$ cat src/rtl/vdbs_pkg.sv
// Shared types, codes and constants of the viewdata byte stream decoder.
`timescale 1ns / 1ps

package vdbs_pkg;

  // Default screen geometry.
  localparam int unsigned COLUMNS_DEF = 40;
  localparam int unsigned ROWS_DEF    = 24;

  // Depth of the command queue between front and back (a power of two).
  localparam int unsigned QDEPTH = 2;
  localparam int unsigned QPTR_W = (QDEPTH > 1) ? $clog2(QDEPTH) : 1;
  localparam int unsigned QCNT_W = $clog2(QDEPTH + 1);

  // Marker for "no lower-half row".
  localparam logic [5:0] LOW_NONE    = 6'h3F;
  localparam logic [8:0] SPACE_GLYPH = 9'h020;

  // Cursor control codes (seven-bit values).
  localparam logic [6:0] C_NUL = 7'd0;
  localparam logic [6:0] C_BS  = 7'd8;
  localparam logic [6:0] C_HT  = 7'd9;
  localparam logic [6:0] C_LF  = 7'd10;
  localparam logic [6:0] C_VT  = 7'd11;
  localparam logic [6:0] C_FF  = 7'd12;
  localparam logic [6:0] C_CR  = 7'd13;
  localparam logic [6:0] C_DC1 = 7'd17;
  localparam logic [6:0] C_DC4 = 7'd20;
  localparam logic [6:0] C_RS  = 7'd30;

  // Attribute column codes.
  localparam logic [2:0] COL_ATTR0 = 3'd0;
  localparam logic [2:0] COL_ATTR1 = 3'd1;

  // Attribute row codes in column 0.
  localparam logic [3:0] A0_NUL       = 4'd0;
  localparam logic [3:0] A0_FLASH     = 4'd8;
  localparam logic [3:0] A0_STEADY    = 4'd9;
  localparam logic [3:0] A0_END_BOX   = 4'd10;
  localparam logic [3:0] A0_START_BOX = 4'd11;
  localparam logic [3:0] A0_NORMAL    = 4'd12;
  localparam logic [3:0] A0_DOUBLE    = 4'd13;
  localparam logic [3:0] A0_SO        = 4'd14;
  localparam logic [3:0] A0_SI        = 4'd15;

  // Attribute row codes in column 1.
  localparam logic [3:0] A1_DLE       = 4'd0;
  localparam logic [3:0] A1_CONCEAL   = 4'd8;
  localparam logic [3:0] A1_CONTIG    = 4'd9;
  localparam logic [3:0] A1_SEPARATED = 4'd10;
  localparam logic [3:0] A1_ESC       = 4'd11;
  localparam logic [3:0] A1_BLACK_BG  = 4'd12;
  localparam logic [3:0] A1_NEW_BG    = 4'd13;
  localparam logic [3:0] A1_HOLD      = 4'd14;
  localparam logic [3:0] A1_RELEASE   = 4'd15;

  // Result kinds.
  typedef enum logic [2:0] {
    KIND_SINGLE = 3'd0,
    KIND_UPPER  = 3'd1,
    KIND_LOWER  = 3'd2,
    KIND_REPORT = 3'd3,
    KIND_CLEAR  = 3'd4
  } kind_t;

  // Phases of the back end while it expands one command.
  typedef enum logic [1:0] {
    PH_CLEAR  = 2'd0,
    PH_CELL   = 2'd1,
    PH_LOWER  = 2'd2,
    PH_REPORT = 2'd3
  } phase_t;

  // Serial attribute flags of the current row.
  typedef struct packed {
    logic alpha;
    logic contig;
    logic flash;
    logic conceal;
    logic hold;
    logic dbl;
    logic esc;
  } mode_t;

  localparam mode_t MODE_RESET = '{alpha: 1'b1, contig: 1'b1, flash: 1'b0,
                                   conceal: 1'b0, hold: 1'b0, dbl: 1'b0,
                                   esc: 1'b0};

  // One classified byte: everything the back end needs to produce its results.
  typedef struct packed {
    logic       has_clr;
    logic       has_cell;
    logic       has_low;
    kind_t      cell_kind;
    logic [4:0] cell_row;
    logic [5:0] cell_col;
    logic [4:0] low_row;
    logic [8:0] glyph;
    logic [2:0] fg;
    logic [2:0] bg;
    logic       flash;
    logic       conceal;
    logic [4:0] rep_row;
    logic [5:0] rep_col;
    logic       cursor_on;
  } cmd_t;

  // One result as held in the output register.
  typedef struct packed {
    logic       last;
    kind_t      cell_kind;
    logic [4:0] row;
    logic [5:0] col;
    logic [6:0] char_code;
    logic       is_mosaic;
    logic       separated;
    logic [2:0] fg_color;
    logic [2:0] bkgd_color;
    logic       flash;
    logic       conceal;
    logic       cursor_on;
  } res_t;

endpackage

$ cat src/rtl/vdbs_ifs.sv
// Channel interfaces of the decoder: received bytes in, cell results out.
`timescale 1ns / 1ps

interface vdbs_byte_if;
  logic       valid;
  logic       ready;
  logic [7:0] byte_in;

  modport source (output valid, output byte_in, input ready);
  modport sink (input valid, input byte_in, output ready);
endinterface

interface vdbs_result_if;
  logic       valid;
  logic       ready;
  logic       last;
  logic [2:0] cell_kind;
  logic [4:0] row;
  logic [5:0] col;
  logic [6:0] char_code;
  logic       is_mosaic;
  logic       separated;
  logic [2:0] fg_color;
  logic [2:0] bkgd_color;
  logic       flash;
  logic       conceal;
  logic       cursor_on;

  modport source (output valid, output last, output cell_kind, output row, output col,
                  output char_code, output is_mosaic, output separated,
                  output fg_color, output bkgd_color, output flash, output conceal,
                  output cursor_on, input ready);
  modport sink (input valid, input last, input cell_kind, input row, input col,
                input char_code, input is_mosaic, input separated,
                input fg_color, input bkgd_color, input flash, input conceal,
                input cursor_on, output ready);
endinterface

$ cat src/rtl/vdbs_front.sv
// Front end: accepts a byte, updates cursor and attribute state, builds a command.
`timescale 1ns / 1ps

module vdbs_front #(
  parameter int unsigned COLUMNS = vdbs_pkg::COLUMNS_DEF,
  parameter int unsigned ROWS    = vdbs_pkg::ROWS_DEF
) (
  input  logic              clk,
  input  logic              rst_n,
  vdbs_byte_if.sink         in_ch,
  input  logic              q_full,
  output logic              push,
  output vdbs_pkg::cmd_t    cmd
);
  import vdbs_pkg::*;

  logic [4:0] row_r, row_nxt;
  logic [5:0] col_r, col_nxt;
  logic [5:0] low_r, low_nxt;
  logic [2:0] afg_r, afg_nxt;
  logic [2:0] mfg_r, mfg_nxt;
  logic [2:0] bg_r, bg_nxt;
  mode_t      mode_r, mode_nxt;
  logic [8:0] held_r, held_nxt;
  logic       vis_r, vis_nxt;

  // The front takes a byte whenever the queue has a free slot.
  assign in_ch.ready = !q_full;
  assign push        = in_ch.valid && !q_full;

  // Classify the byte and work out the next state and the command.
  always_comb begin
    logic [6:0] b7;
    logic [3:0] rc;
    logic [2:0] cc;
    logic       attr_path;
    logic       prev_alpha;
    logic       p_afg_v, p_mfg_v, p_flash, p_rel, p_dbl;
    logic [2:0] p_afg, p_mfg;
    logic       draw;
    logic [8:0] glyph;

    b7         = in_ch.byte_in[6:0];
    rc         = b7[3:0];
    cc         = b7[6:4];
    attr_path  = 1'b0;
    prev_alpha = 1'b0;
    p_afg_v    = 1'b0;
    p_mfg_v    = 1'b0;
    p_flash    = 1'b0;
    p_rel      = 1'b0;
    p_dbl      = 1'b0;
    p_afg      = 3'd0;
    p_mfg      = 3'd0;
    draw       = 1'b0;
    glyph      = SPACE_GLYPH;

    row_nxt  = row_r;
    col_nxt  = col_r;
    low_nxt  = low_r;
    afg_nxt  = afg_r;
    mfg_nxt  = mfg_r;
    bg_nxt   = bg_r;
    mode_nxt = mode_r;
    held_nxt = held_r;
    vis_nxt  = vis_r;
    cmd      = '0;

    // Cursor control codes.
    case (b7)
      C_NUL: begin
      end
      C_BS: begin
        if (col_r == 6'd0) begin
          col_nxt = 6'(COLUMNS - 1);
          row_nxt = (row_r == 5'd0) ? 5'(ROWS - 1) : row_r - 5'd1;
        end else begin
          col_nxt = col_r - 6'd1;
        end
      end
      C_HT: begin
        col_nxt = col_r + 6'd1;
        if (col_nxt >= 6'(COLUMNS)) begin
          col_nxt = 6'd0;
          row_nxt = row_r + 5'd1;
          if (row_nxt >= 5'(ROWS)) begin
            row_nxt = 5'd0;
          end
        end
      end
      C_LF: begin
        row_nxt = row_r + 5'd1;
        if (row_nxt >= 5'(ROWS)) begin
          row_nxt = 5'd0;
        end
        bg_nxt   = 3'd0;
        afg_nxt  = 3'd7;
        mfg_nxt  = 3'd7;
        mode_nxt = MODE_RESET;
        held_nxt = SPACE_GLYPH;
      end
      C_VT: begin
        row_nxt = (row_r == 5'd0) ? 5'(ROWS - 1) : row_r - 5'd1;
      end
      C_FF: begin
        row_nxt      = 5'd0;
        col_nxt      = 6'd0;
        low_nxt      = LOW_NONE;
        bg_nxt       = 3'd0;
        afg_nxt      = 3'd7;
        mfg_nxt      = 3'd7;
        mode_nxt     = MODE_RESET;
        held_nxt     = SPACE_GLYPH;
        cmd.has_clr  = 1'b1;
      end
      C_CR: begin
        col_nxt = 6'd0;
      end
      C_DC1: begin
        vis_nxt = 1'b1;
      end
      C_DC4: begin
        vis_nxt = 1'b0;
      end
      C_RS: begin
        row_nxt = 5'd0;
        col_nxt = 6'd0;
      end
      default: begin
        attr_path = 1'b1;
      end
    endcase

    if (attr_path) begin
      // After an escape only bit 0 of the column survives.
      if (mode_r.esc) begin
        cc           = {2'b00, cc[0]};
        mode_nxt.esc = 1'b0;
      end

      // Set-at attributes act now; set-after ones are collected as pending.
      if (cc == COL_ATTR0) begin
        case (rc)
          A0_NUL, A0_END_BOX, A0_START_BOX, A0_SO, A0_SI: begin
          end
          A0_FLASH:  p_flash = 1'b1;
          A0_STEADY: mode_nxt.flash = 1'b0;
          A0_NORMAL: begin
            mode_nxt.dbl = 1'b0;
            held_nxt     = SPACE_GLYPH;
          end
          A0_DOUBLE: begin
            if (row_r < 5'(ROWS - 2) && {1'b0, row_r} != low_r) begin
              p_dbl = 1'b1;
            end
          end
          default: begin
            p_afg_v = 1'b1;
            p_afg   = rc[2:0];
          end
        endcase
      end else if (cc == COL_ATTR1) begin
        case (rc)
          A1_DLE: begin
          end
          A1_CONCEAL:   mode_nxt.conceal = 1'b1;
          A1_CONTIG:    mode_nxt.contig = 1'b1;
          A1_SEPARATED: mode_nxt.contig = 1'b0;
          A1_ESC:       mode_nxt.esc = 1'b1;
          A1_BLACK_BG:  bg_nxt = 3'd0;
          A1_NEW_BG:    bg_nxt = mode_nxt.alpha ? afg_nxt : mfg_nxt;
          A1_HOLD:      mode_nxt.hold = 1'b1;
          A1_RELEASE:   p_rel = 1'b1;
          default: begin
            p_mfg_v = 1'b1;
            p_mfg   = rc[2:0];
          end
        endcase
      end

      if (!(cc == COL_ATTR1 && rc == A1_ESC)) begin
        // Cell write, skipped on the lower half of a double-height row.
        draw = ({1'b0, row_r} != low_r);
        if (cc == COL_ATTR0 || cc == COL_ATTR1) begin
          glyph = mode_nxt.hold ? held_nxt : SPACE_GLYPH;
        end else begin
          glyph = {2'b00, b7};
          if (!mode_nxt.alpha) begin
            glyph[7] = 1'b1;
            glyph[8] = !mode_nxt.contig;
            if (draw) begin
              held_nxt = glyph;
            end
          end
        end
        cmd.has_cell  = draw;
        cmd.has_low   = draw && mode_nxt.dbl && (low_r != LOW_NONE);
        cmd.cell_kind = mode_nxt.dbl ? KIND_UPPER : KIND_SINGLE;
        cmd.cell_row  = row_r;
        cmd.cell_col  = col_r;
        cmd.low_row   = low_r[4:0];
        cmd.glyph     = glyph;
        cmd.fg        = mode_nxt.alpha ? afg_nxt : mfg_nxt;
        cmd.bg        = bg_nxt;
        cmd.flash     = mode_nxt.flash;
        cmd.conceal   = mode_nxt.conceal;

        // Set-after attributes take effect for the next cell.
        prev_alpha = mode_nxt.alpha;
        if (p_afg_v) begin
          afg_nxt          = p_afg;
          mode_nxt.alpha   = 1'b1;
          mode_nxt.conceal = 1'b0;
        end else if (p_mfg_v) begin
          mfg_nxt          = p_mfg;
          mode_nxt.alpha   = 1'b0;
          mode_nxt.conceal = 1'b0;
        end
        if (mode_nxt.alpha != prev_alpha) begin
          held_nxt = SPACE_GLYPH;
        end
        if (p_flash) begin
          mode_nxt.flash = 1'b1;
        end
        if (p_rel) begin
          mode_nxt.hold = 1'b0;
        end
        if (p_dbl) begin
          mode_nxt.dbl = 1'b1;
          low_nxt      = {1'b0, row_r} + 6'd1;
        end

        // Advance the column; the end of a row resets the row attributes.
        col_nxt = col_r + 6'd1;
        if (col_nxt >= 6'(COLUMNS)) begin
          row_nxt = row_r + 5'd1;
          if (row_nxt >= 5'(ROWS)) begin
            row_nxt = 5'd0;
          end
          col_nxt  = 6'd0;
          bg_nxt   = 3'd0;
          afg_nxt  = 3'd7;
          mfg_nxt  = 3'd7;
          mode_nxt = MODE_RESET;
          held_nxt = SPACE_GLYPH;
        end
      end
    end

    cmd.rep_row   = row_nxt;
    cmd.rep_col   = col_nxt;
    cmd.cursor_on = vis_nxt;
  end

  // Decoder state.
  always_ff @(posedge clk) begin
    if (!rst_n) begin
      row_r  <= 5'd0;
      col_r  <= 6'd0;
      low_r  <= LOW_NONE;
      afg_r  <= 3'd7;
      mfg_r  <= 3'd7;
      bg_r   <= 3'd0;
      mode_r <= MODE_RESET;
      held_r <= SPACE_GLYPH;
      vis_r  <= 1'b0;
    end else if (push) begin
      row_r  <= row_nxt;
      col_r  <= col_nxt;
      low_r  <= low_nxt;
      afg_r  <= afg_nxt;
      mfg_r  <= mfg_nxt;
      bg_r   <= bg_nxt;
      mode_r <= mode_nxt;
      held_r <= held_nxt;
      vis_r  <= vis_nxt;
    end
  end

  // The cursor always stays on the screen.
  a_col_in_range: assert property (@(posedge clk) disable iff (!rst_n)
    col_r < 6'(COLUMNS))
    else $error("cursor column out of range");

  a_row_in_range: assert property (@(posedge clk) disable iff (!rst_n)
    row_r < 5'(ROWS))
    else $error("cursor row out of range");

endmodule

$ cat src/rtl/vdbs_queue.sv
// Short command queue that decouples the front end from the back end.
`timescale 1ns / 1ps

module vdbs_queue (
  input  logic            clk,
  input  logic            rst_n,
  input  logic            push,
  input  vdbs_pkg::cmd_t  push_cmd,
  input  logic            pop,
  output vdbs_pkg::cmd_t  head,
  output logic            empty,
  output logic            full
);
  import vdbs_pkg::*;

  cmd_t              q_r [QDEPTH];
  logic [QPTR_W-1:0] wr_ptr_r, wr_ptr_nxt;
  logic [QPTR_W-1:0] rd_ptr_r, rd_ptr_nxt;
  logic [QCNT_W-1:0] cnt_r, cnt_nxt;

  assign empty = (cnt_r == '0);
  assign full  = (cnt_r == QCNT_W'(QDEPTH));
  assign head  = q_r[rd_ptr_r];

  // Pointer and fill count update.
  always_comb begin
    wr_ptr_nxt = push ? wr_ptr_r + QPTR_W'(1) : wr_ptr_r;
    rd_ptr_nxt = pop ? rd_ptr_r + QPTR_W'(1) : rd_ptr_r;
    cnt_nxt    = cnt_r + QCNT_W'(push) - QCNT_W'(pop);
  end

  always_ff @(posedge clk) begin
    if (!rst_n) begin
      wr_ptr_r <= '0;
      rd_ptr_r <= '0;
      cnt_r    <= '0;
    end else begin
      wr_ptr_r <= wr_ptr_nxt;
      rd_ptr_r <= rd_ptr_nxt;
      cnt_r    <= cnt_nxt;
    end
  end

  // Storage, no reset needed.
  always_ff @(posedge clk) begin
    if (push) begin
      q_r[wr_ptr_r] <= push_cmd;
    end
  end

  a_no_overflow: assert property (@(posedge clk) disable iff (!rst_n)
    cnt_r <= QCNT_W'(QDEPTH))
    else $error("command queue fill count beyond its depth");

  a_pop_not_empty: assert property (@(posedge clk) disable iff (!rst_n)
    pop |-> !empty)
    else $error("command queue popped while empty");

endmodule

$ cat src/rtl/vdbs_back.sv
// Back end: expands each queued command into its results, one per cycle unless stalled.
`timescale 1ns / 1ps

module vdbs_back (
  input  logic            clk,
  input  logic            rst_n,
  input  vdbs_pkg::cmd_t  head,
  input  logic            q_empty,
  output logic            pop,
  vdbs_result_if.source   out_ch
);
  import vdbs_pkg::*;

  phase_t ph_r, ph_nxt;
  phase_t ph_eff;
  logic   out_valid_r, out_valid_nxt;
  res_t   res_r, res_nxt;
  logic   load;

  // Skip the phases the command has no result for.
  always_comb begin
    ph_eff = ph_r;
    if (ph_eff == PH_CLEAR && !head.has_clr) begin
      ph_eff = PH_CELL;
    end
    if (ph_eff == PH_CELL && !head.has_cell) begin
      ph_eff = PH_LOWER;
    end
    if (ph_eff == PH_LOWER && !head.has_low) begin
      ph_eff = PH_REPORT;
    end
  end

  // The output register takes a new result when it is empty or being drained.
  assign load = !q_empty && (!out_valid_r || out_ch.ready);

  // Next phase.
  always_comb begin
    ph_nxt = ph_r;
    if (load) begin
      case (ph_eff)
        PH_CLEAR:  ph_nxt = PH_CELL;
        PH_CELL:   ph_nxt = PH_LOWER;
        PH_LOWER:  ph_nxt = PH_REPORT;
        PH_REPORT: ph_nxt = PH_CLEAR;
        default:   ph_nxt = PH_CLEAR;
      endcase
    end
  end

  // Result of the current phase and the handshake outputs.
  always_comb begin
    res_nxt           = '0;
    res_nxt.cursor_on = head.cursor_on;
    case (ph_eff)
      PH_CLEAR: begin
        res_nxt.cell_kind = KIND_CLEAR;
      end
      PH_CELL, PH_LOWER: begin
        res_nxt.cell_kind  = (ph_eff == PH_LOWER) ? KIND_LOWER : head.cell_kind;
        res_nxt.row        = (ph_eff == PH_LOWER) ? head.low_row : head.cell_row;
        res_nxt.col        = head.cell_col;
        res_nxt.char_code  = head.glyph[6:0];
        res_nxt.is_mosaic  = head.glyph[7];
        res_nxt.separated  = head.glyph[8];
        res_nxt.fg_color   = head.fg;
        res_nxt.bkgd_color = head.bg;
        res_nxt.flash      = head.flash;
        res_nxt.conceal    = head.conceal;
      end
      PH_REPORT: begin
        res_nxt.last      = 1'b1;
        res_nxt.cell_kind = KIND_REPORT;
        res_nxt.row       = head.rep_row;
        res_nxt.col       = head.rep_col;
      end
      default: begin
        res_nxt.cell_kind = KIND_REPORT;
      end
    endcase
    pop           = load && (ph_eff == PH_REPORT);
    out_valid_nxt = load || (out_valid_r && !out_ch.ready);
  end

  always_ff @(posedge clk) begin
    if (!rst_n) begin
      ph_r        <= PH_CLEAR;
      out_valid_r <= 1'b0;
    end else begin
      ph_r        <= ph_nxt;
      out_valid_r <= out_valid_nxt;
    end
  end

  always_ff @(posedge clk) begin
    if (load) begin
      res_r <= res_nxt;
    end
  end

  assign out_ch.valid      = out_valid_r;
  assign out_ch.last       = res_r.last;
  assign out_ch.cell_kind  = res_r.cell_kind;
  assign out_ch.row        = res_r.row;
  assign out_ch.col        = res_r.col;
  assign out_ch.char_code  = res_r.char_code;
  assign out_ch.is_mosaic  = res_r.is_mosaic;
  assign out_ch.separated  = res_r.separated;
  assign out_ch.fg_color   = res_r.fg_color;
  assign out_ch.bkgd_color = res_r.bkgd_color;
  assign out_ch.flash      = res_r.flash;
  assign out_ch.conceal    = res_r.conceal;
  assign out_ch.cursor_on  = res_r.cursor_on;

  // The final result of a byte is always its cursor report.
  a_last_is_report: assert property (@(posedge clk) disable iff (!rst_n)
    out_valid_r && res_r.last |-> res_r.cell_kind == KIND_REPORT)
    else $error("last result is not a cursor report");

  // A command leaves the queue only after its report is loaded.
  a_pop_restarts: assert property (@(posedge clk) disable iff (!rst_n)
    pop |=> ph_r == PH_CLEAR && out_valid_r && res_r.last)
    else $error("command popped before its report");

endmodule

$ cat src/rtl/viewdata_byte_stream_decoder.sv
// Top level of the viewdata byte stream decoder: front end, command queue, back end.
// An accepted byte becomes a queued command, whose results are registered by the back end.
// Throughput: one result per cycle while out_ch is ready; a byte yields one to three results
//   (cell, lower half, clear screen, cursor report).
// A two-entry command queue lets new bytes be taken while earlier results drain.
// Reset (synchronous, active low): cursor at 0,0, row attributes at defaults, queue empty.
`timescale 1ns / 1ps

module viewdata_byte_stream_decoder #(
  parameter int unsigned COLUMNS = vdbs_pkg::COLUMNS_DEF,
  parameter int unsigned ROWS    = vdbs_pkg::ROWS_DEF
) (
  input  logic          clk,
  input  logic          rst_n,
  vdbs_byte_if.sink     in_ch,
  vdbs_result_if.source out_ch
);
  import vdbs_pkg::*;

  cmd_t push_cmd;
  cmd_t head;
  logic push;
  logic pop;
  logic q_empty;
  logic q_full;

  vdbs_front #(
    .COLUMNS (COLUMNS),
    .ROWS    (ROWS)
  ) u_front (
    .clk    (clk),
    .rst_n  (rst_n),
    .in_ch  (in_ch),
    .q_full (q_full),
    .push   (push),
    .cmd    (push_cmd)
  );

  vdbs_queue u_queue (
    .clk      (clk),
    .rst_n    (rst_n),
    .push     (push),
    .push_cmd (push_cmd),
    .pop      (pop),
    .head     (head),
    .empty    (q_empty),
    .full     (q_full)
  );

  vdbs_back u_back (
    .clk     (clk),
    .rst_n   (rst_n),
    .head    (head),
    .q_empty (q_empty),
    .pop     (pop),
    .out_ch  (out_ch)
  );

endmodule
$ cat src/flat_wrapper.sv
// flat-port wrapper written by rule: the top's interface ports become plain ports
module viewdata_byte_stream_decoder_flat import vdbs_pkg::*;
#(
  parameter int unsigned COLUMNS = vdbs_pkg::COLUMNS_DEF,
  parameter int unsigned ROWS    = vdbs_pkg::ROWS_DEF
)
  (clk, rst_n, in_ch_valid, in_ch_byte_in, in_ch_ready, out_ch_valid, out_ch_last, out_ch_cell_kind, out_ch_row, out_ch_col, out_ch_char_code, out_ch_is_mosaic, out_ch_separated, out_ch_fg_color, out_ch_bkgd_color, out_ch_flash, out_ch_conceal, out_ch_cursor_on, out_ch_ready);
  vdbs_byte_if in_ch_i ();
  vdbs_result_if out_ch_i ();
  input  logic clk;
  input  logic rst_n;
  input wire logic [$bits(in_ch_i.valid)-1:0] in_ch_valid;
  input wire logic [$bits(in_ch_i.byte_in)-1:0] in_ch_byte_in;
  output wire logic [$bits(in_ch_i.ready)-1:0] in_ch_ready;
  output wire logic [$bits(out_ch_i.valid)-1:0] out_ch_valid;
  output wire logic [$bits(out_ch_i.last)-1:0] out_ch_last;
  output wire logic [$bits(out_ch_i.cell_kind)-1:0] out_ch_cell_kind;
  output wire logic [$bits(out_ch_i.row)-1:0] out_ch_row;
  output wire logic [$bits(out_ch_i.col)-1:0] out_ch_col;
  output wire logic [$bits(out_ch_i.char_code)-1:0] out_ch_char_code;
  output wire logic [$bits(out_ch_i.is_mosaic)-1:0] out_ch_is_mosaic;
  output wire logic [$bits(out_ch_i.separated)-1:0] out_ch_separated;
  output wire logic [$bits(out_ch_i.fg_color)-1:0] out_ch_fg_color;
  output wire logic [$bits(out_ch_i.bkgd_color)-1:0] out_ch_bkgd_color;
  output wire logic [$bits(out_ch_i.flash)-1:0] out_ch_flash;
  output wire logic [$bits(out_ch_i.conceal)-1:0] out_ch_conceal;
  output wire logic [$bits(out_ch_i.cursor_on)-1:0] out_ch_cursor_on;
  input wire logic [$bits(out_ch_i.ready)-1:0] out_ch_ready;
  assign in_ch_i.valid = in_ch_valid;
  assign in_ch_i.byte_in = in_ch_byte_in;
  assign in_ch_ready = in_ch_i.ready;
  assign out_ch_valid = out_ch_i.valid;
  assign out_ch_last = out_ch_i.last;
  assign out_ch_cell_kind = out_ch_i.cell_kind;
  assign out_ch_row = out_ch_i.row;
  assign out_ch_col = out_ch_i.col;
  assign out_ch_char_code = out_ch_i.char_code;
  assign out_ch_is_mosaic = out_ch_i.is_mosaic;
  assign out_ch_separated = out_ch_i.separated;
  assign out_ch_fg_color = out_ch_i.fg_color;
  assign out_ch_bkgd_color = out_ch_i.bkgd_color;
  assign out_ch_flash = out_ch_i.flash;
  assign out_ch_conceal = out_ch_i.conceal;
  assign out_ch_cursor_on = out_ch_i.cursor_on;
  assign out_ch_i.ready = out_ch_ready;
  viewdata_byte_stream_decoder #(.COLUMNS(COLUMNS), .ROWS(ROWS)) u_core (.clk(clk), .rst_n(rst_n), .in_ch(in_ch_i), .out_ch(out_ch_i));
endmodule
$ cat config.mk
export PLATFORM = sky130hd
export DESIGN_NAME = viewdata_byte_stream_decoder_flat
export DESIGN_NICKNAME = d
export VERILOG_FILES = /design/src/rtl/vdbs_pkg.sv /design/src/rtl/vdbs_ifs.sv /design/src/rtl/vdbs_front.sv /design/src/rtl/vdbs_queue.sv /design/src/rtl/vdbs_back.sv /design/src/rtl/viewdata_byte_stream_decoder.sv /design/src/flat_wrapper.sv
export SDC_FILE = /design/constraint.sdc
export NUM_CORES = 1
export LEC_CHECK = 0
export ABC_AREA = 1
export BUFFER_PORTS_ARGS = -buffer_cell sky130_fd_sc_hd__clkbuf_2
export CORE_ASPECT_RATIO = 2
export CORE_UTILIZATION = 56
export DETAILED_ROUTE_END_ITERATION = 10
export HOLD_SLACK_MARGIN = 0.02
export PLACE_DENSITY_LB_ADDON = 0.25
export REMOVE_ABC_BUFFERS = 1
export SLEW_MARGIN = 20
export SYNTH_ARGS = -nofsm -noshare
export SYNTH_HDL_FRONTEND = slang
export SYNTH_SLANG_ARGS = --single-unit
$ cat constraint.sdc
create_clock -name clk -period 3.7 [get_ports clk]
set_clock_uncertainty 0.2 [all_clocks]
set_input_delay 0.37 -clock clk [delete_from_list [all_inputs] [get_ports clk]]
set_output_delay 0.37 -clock clk [all_outputs]
set_load 0.05 [all_outputs]
==> summary.md <==
### Critical path
• reg-to-reg setup timing slack: 0.55 ns
• crit path cell chain: inv_1 -> nand2_1 -> a31o_2 -> nand4_1 -> nand2_1 -> o21ai_0 -> nand2_1 -> inv_1 -> ha_1 -> o21ai_0 -> o32ai_1 -> nand2_1 -> a21oi_1
• delay of the slowest cell on the worst path: 0.49 ns
• critical path endpoint category: flip-flop
• Max FO, Critical Path: 11
• Setup crit start kind: flip-flop
• data required time at the worst endpoint: 3.69 ns
• most numerous cell on the critical path: nand2_1
• type of the setup path with the least slack: flip-flop to flip-flop
• slowest cell on the critical path: ha_1
• arrival time of the worst setup path: 3.15 ns

### Logic synthesis
• number of enable flip-flop cells after synthesis: 131
• Synth async-reset ratio: 0%
• top cell type by total area after synthesis: edfxtp_1
• post-synth top area share: 43.4%
• Post-Synthesis Cells: 1059
• count of synthesis-stage warnings from yosys: 0
• Synth Area per Inst: 8.56 sq um
• Area contributors post-synth: edfxtp_1 43%, dfxtp_1 11%, nand2_1 8.4%
• proportion of synthesized chip area in sequential cells: 54.7%
• Netlist Area Pre-Place: 9060 sq um
• number of synthesized register bits: 182
• predominant post-synthesis flop cell: edfxtp_1
• Netlist cell types: 42

### Run status
• status: completed

### Routing
• Total Wirelength: 23.4 mm
• DRT Pass-1 Iters: 5
• Routed wire per std cell: 17.9 um
• antenna-violating nets left: 0
• mean number of vias per cell: 5.74
• routed via count: 7510
• DRC viols: 0
• Starting DRT DRC Count: 532

### Worst hold path
• kind of path behind the tightest hold check: primary input to flip-flop
• worst hold path startpoint: in_ch_byte_in[5]

### Clocking
• number of resized instances in the post-cts repair step: 0
• clock network latency to the later pin of the worst-skew pair: 0.44 ns
• H-tree Lvls: 4
• Inserted Clock Buffers: 17
• TritonCTS clock tree: built
• setup bufs post-CTS: 0
• clock-pin slew of the registers on the worst-case setup and hold paths: 0.07 ns
• clock tree root driver cell: clkbuf_16
• # clock sinks: 182
• maximum clock insertion buffer count: 2

### Floorplanning
• die outline height: 182 um
• core region area: 15800 sq um
• horizontal extent of the die: 92.0 um
• Initial Utilization: 57.4%
• standard-cell rows: 65
• area of the die: 16700 sq um
• Boundary Pins: 47

### Global routing
• GR Overflow Total: 0
• number of global-route vias before repair: 7483
• GRT Overall Usage: 29.5%
• number of antenna violations at the first check in global routing: 0
• first-pass GRT wire length: 37.2 mm
• maximum number of pins on one net before global-route repair: 50

### Final layout
• Layout area overhead: 11.2%
• # nets final: 1116
• antenna diode instance count: 0
• final non-filler cell total: 1309
• cell area after layout: 10100 sq um
• fraction of layout cells with a size suffix above 1: 12.2%
• most common library cell in the layout ignoring fill and taps: nand2_1
• top library cells by usage in the layout, fill and taps aside: 202 x nand2_1, 177 x nor2_1, 131 x edfxtp_1

### Pwr
• total power density per cell area: 811 nW/um^2
• Power, Total: 8.17 mW
• Static Leakage: 4.29 nW
• peak ir drop on the vdd network: 0.000395 V

### Timing
• final cycle utilization of the critical path: 85.2%
• max-slew violation total from the final report: 0
• final critical-path required period: 3.15 ns
• Hold Violations, Final: 0
• RSZ-0062 raised after global routing: no
• worst slew margin relative to its limit: 31.5%
• final number of setup-violating endpoints: 0
• Max Clock Freq: 0.317 GHz
• Worst Max-Slew Pin Slew: 1.03 ns
• final setup slack of the worst path: 0.547 ns
• Fin Setup TNS: 0 ns

### Placed design
• post-placement cell area: 9480 sq um
• # port buffers: 45
• last weighted congestion value of the routability-driven placer: 0.983
• placed insts: 1276
• Post-Place Setup Slack: 0.737 ns
• post-detail-place hpwl: 16.0 mm

### Job
• number of violations of the max-capacitance limit: 0

## cells in the mapped netlist (10+ instances only)
library cell    n
nand2_1       202
edfxtp_1      131
xor2_1         11
buf_2          10
nand3_1        56
dfxtp_1        51
inv_2          12
clkbuf_1       27
nand4_1        11
o21ai_1        16
nor2_1        179
a21oi_1        73
inv_1          84
o21ai_0       105
## logic make-up (layout without fill, tap and decap cells)
family	count (synthesis)	after routing	synth area share (%)
adders and majority gates	9	9	1.24
buffers and inverters	143	192	6.29
and+or+nand+nor	488	488	23.4
xor gates and xnor gates	12	12	1.24
AOI/OAI and AO/OA	225	225	13.2
DFF	182	182	54.7
## critical path: cells and delay by family, from the launching register on
family	cells	cell delay [ns]
adders and majority gates	1	0.49
DFF	1	0.33
AOI/OAI and AO/OA	5	1.04
and+or+nand+nor	5	0.51
buffers and inverters	2	0.33
## path summary, 6_finish.rpt
check	cells after the start	endpoint
worst min register to register	2	u_core.u_front.mfg_r[1]
worst max-delay path	13	u_core.u_back.out_ch.row[4]
worst min-delay path	5	u_core.u_front.held_r[5]
worst max register to register	13	u_core.u_back.out_ch.row[4]
## power by group
part	switching, mW	total [mW]	internal [mW]
clock network	0.761	1.83	1.07
registers	0.212	3.15	2.93
logic	2.41	3.20	0.790
## what timing repair did
action	CTS	global route
hold endpoints to repair	1	0
setup endpoints to repair	0	0
hold buffers	1	0
## through the flow
step | util (%) | hold WS, ns
final | 63.9 | 0.123
after global routing | 63.9 | 0.185
after CTS | 63.9 | 0.116
after detailed placement | 60.1 | 0.243
after global placement | 60.1 | 0.241
after floorplan | - | 0.230
## layer usage
layer  GRT usage, %  up-vias  share of wire, %
li1               -     3632                 -
met1           29.8     3518                35
met2           54.7      273                55
met3           4.69       87               4.7
met4           19.3        0               5.8
met5              0        -                 0
## final cells by class
cell class	count	area, sq um
clock buffer	25	495
clock inverter	7	92.6
multi-input combinational	734	3550
sequential	182	4950
inverter	100	378
tap	201	251
fill	1341	5700
timing repair buffer	60	353
## registers in the layout, summed over array words and instances, names as in the netlist, 2 cells and up, named ones only
| register | cells |
|---|---|
| u_core.u_back.ph_r | 2 |
| u_core.u_front.col_r | 6 |
| u_core.u_front.bg_r | 3 |
| u_core.u_back.out_ch.row | 5 |
| u_core.u_back.out_ch.char_code | 7 |
| u_core.u_front.row_r | 5 |
| u_core.u_front.held_r | 9 |
| u_core.u_front.low_r | 6 |
| u_core.u_front.mfg_r | 3 |
| u_core.u_queue.cnt_r | 2 |
| u_core.u_queue.q_r | 98 |
| u_core.u_front.afg_r | 3 |
| u_core.u_front.mode_r | 7 |
| u_core.u_back.out_ch.fg_color | 3 |
| u_core.u_back.out_ch.cell_kind | 3 |
| u_core.u_back.out_ch.bkgd_color | 3 |
| u_core.u_back.out_ch.col | 6 |
Note: power is estimated with default switching activity, not from simulation.
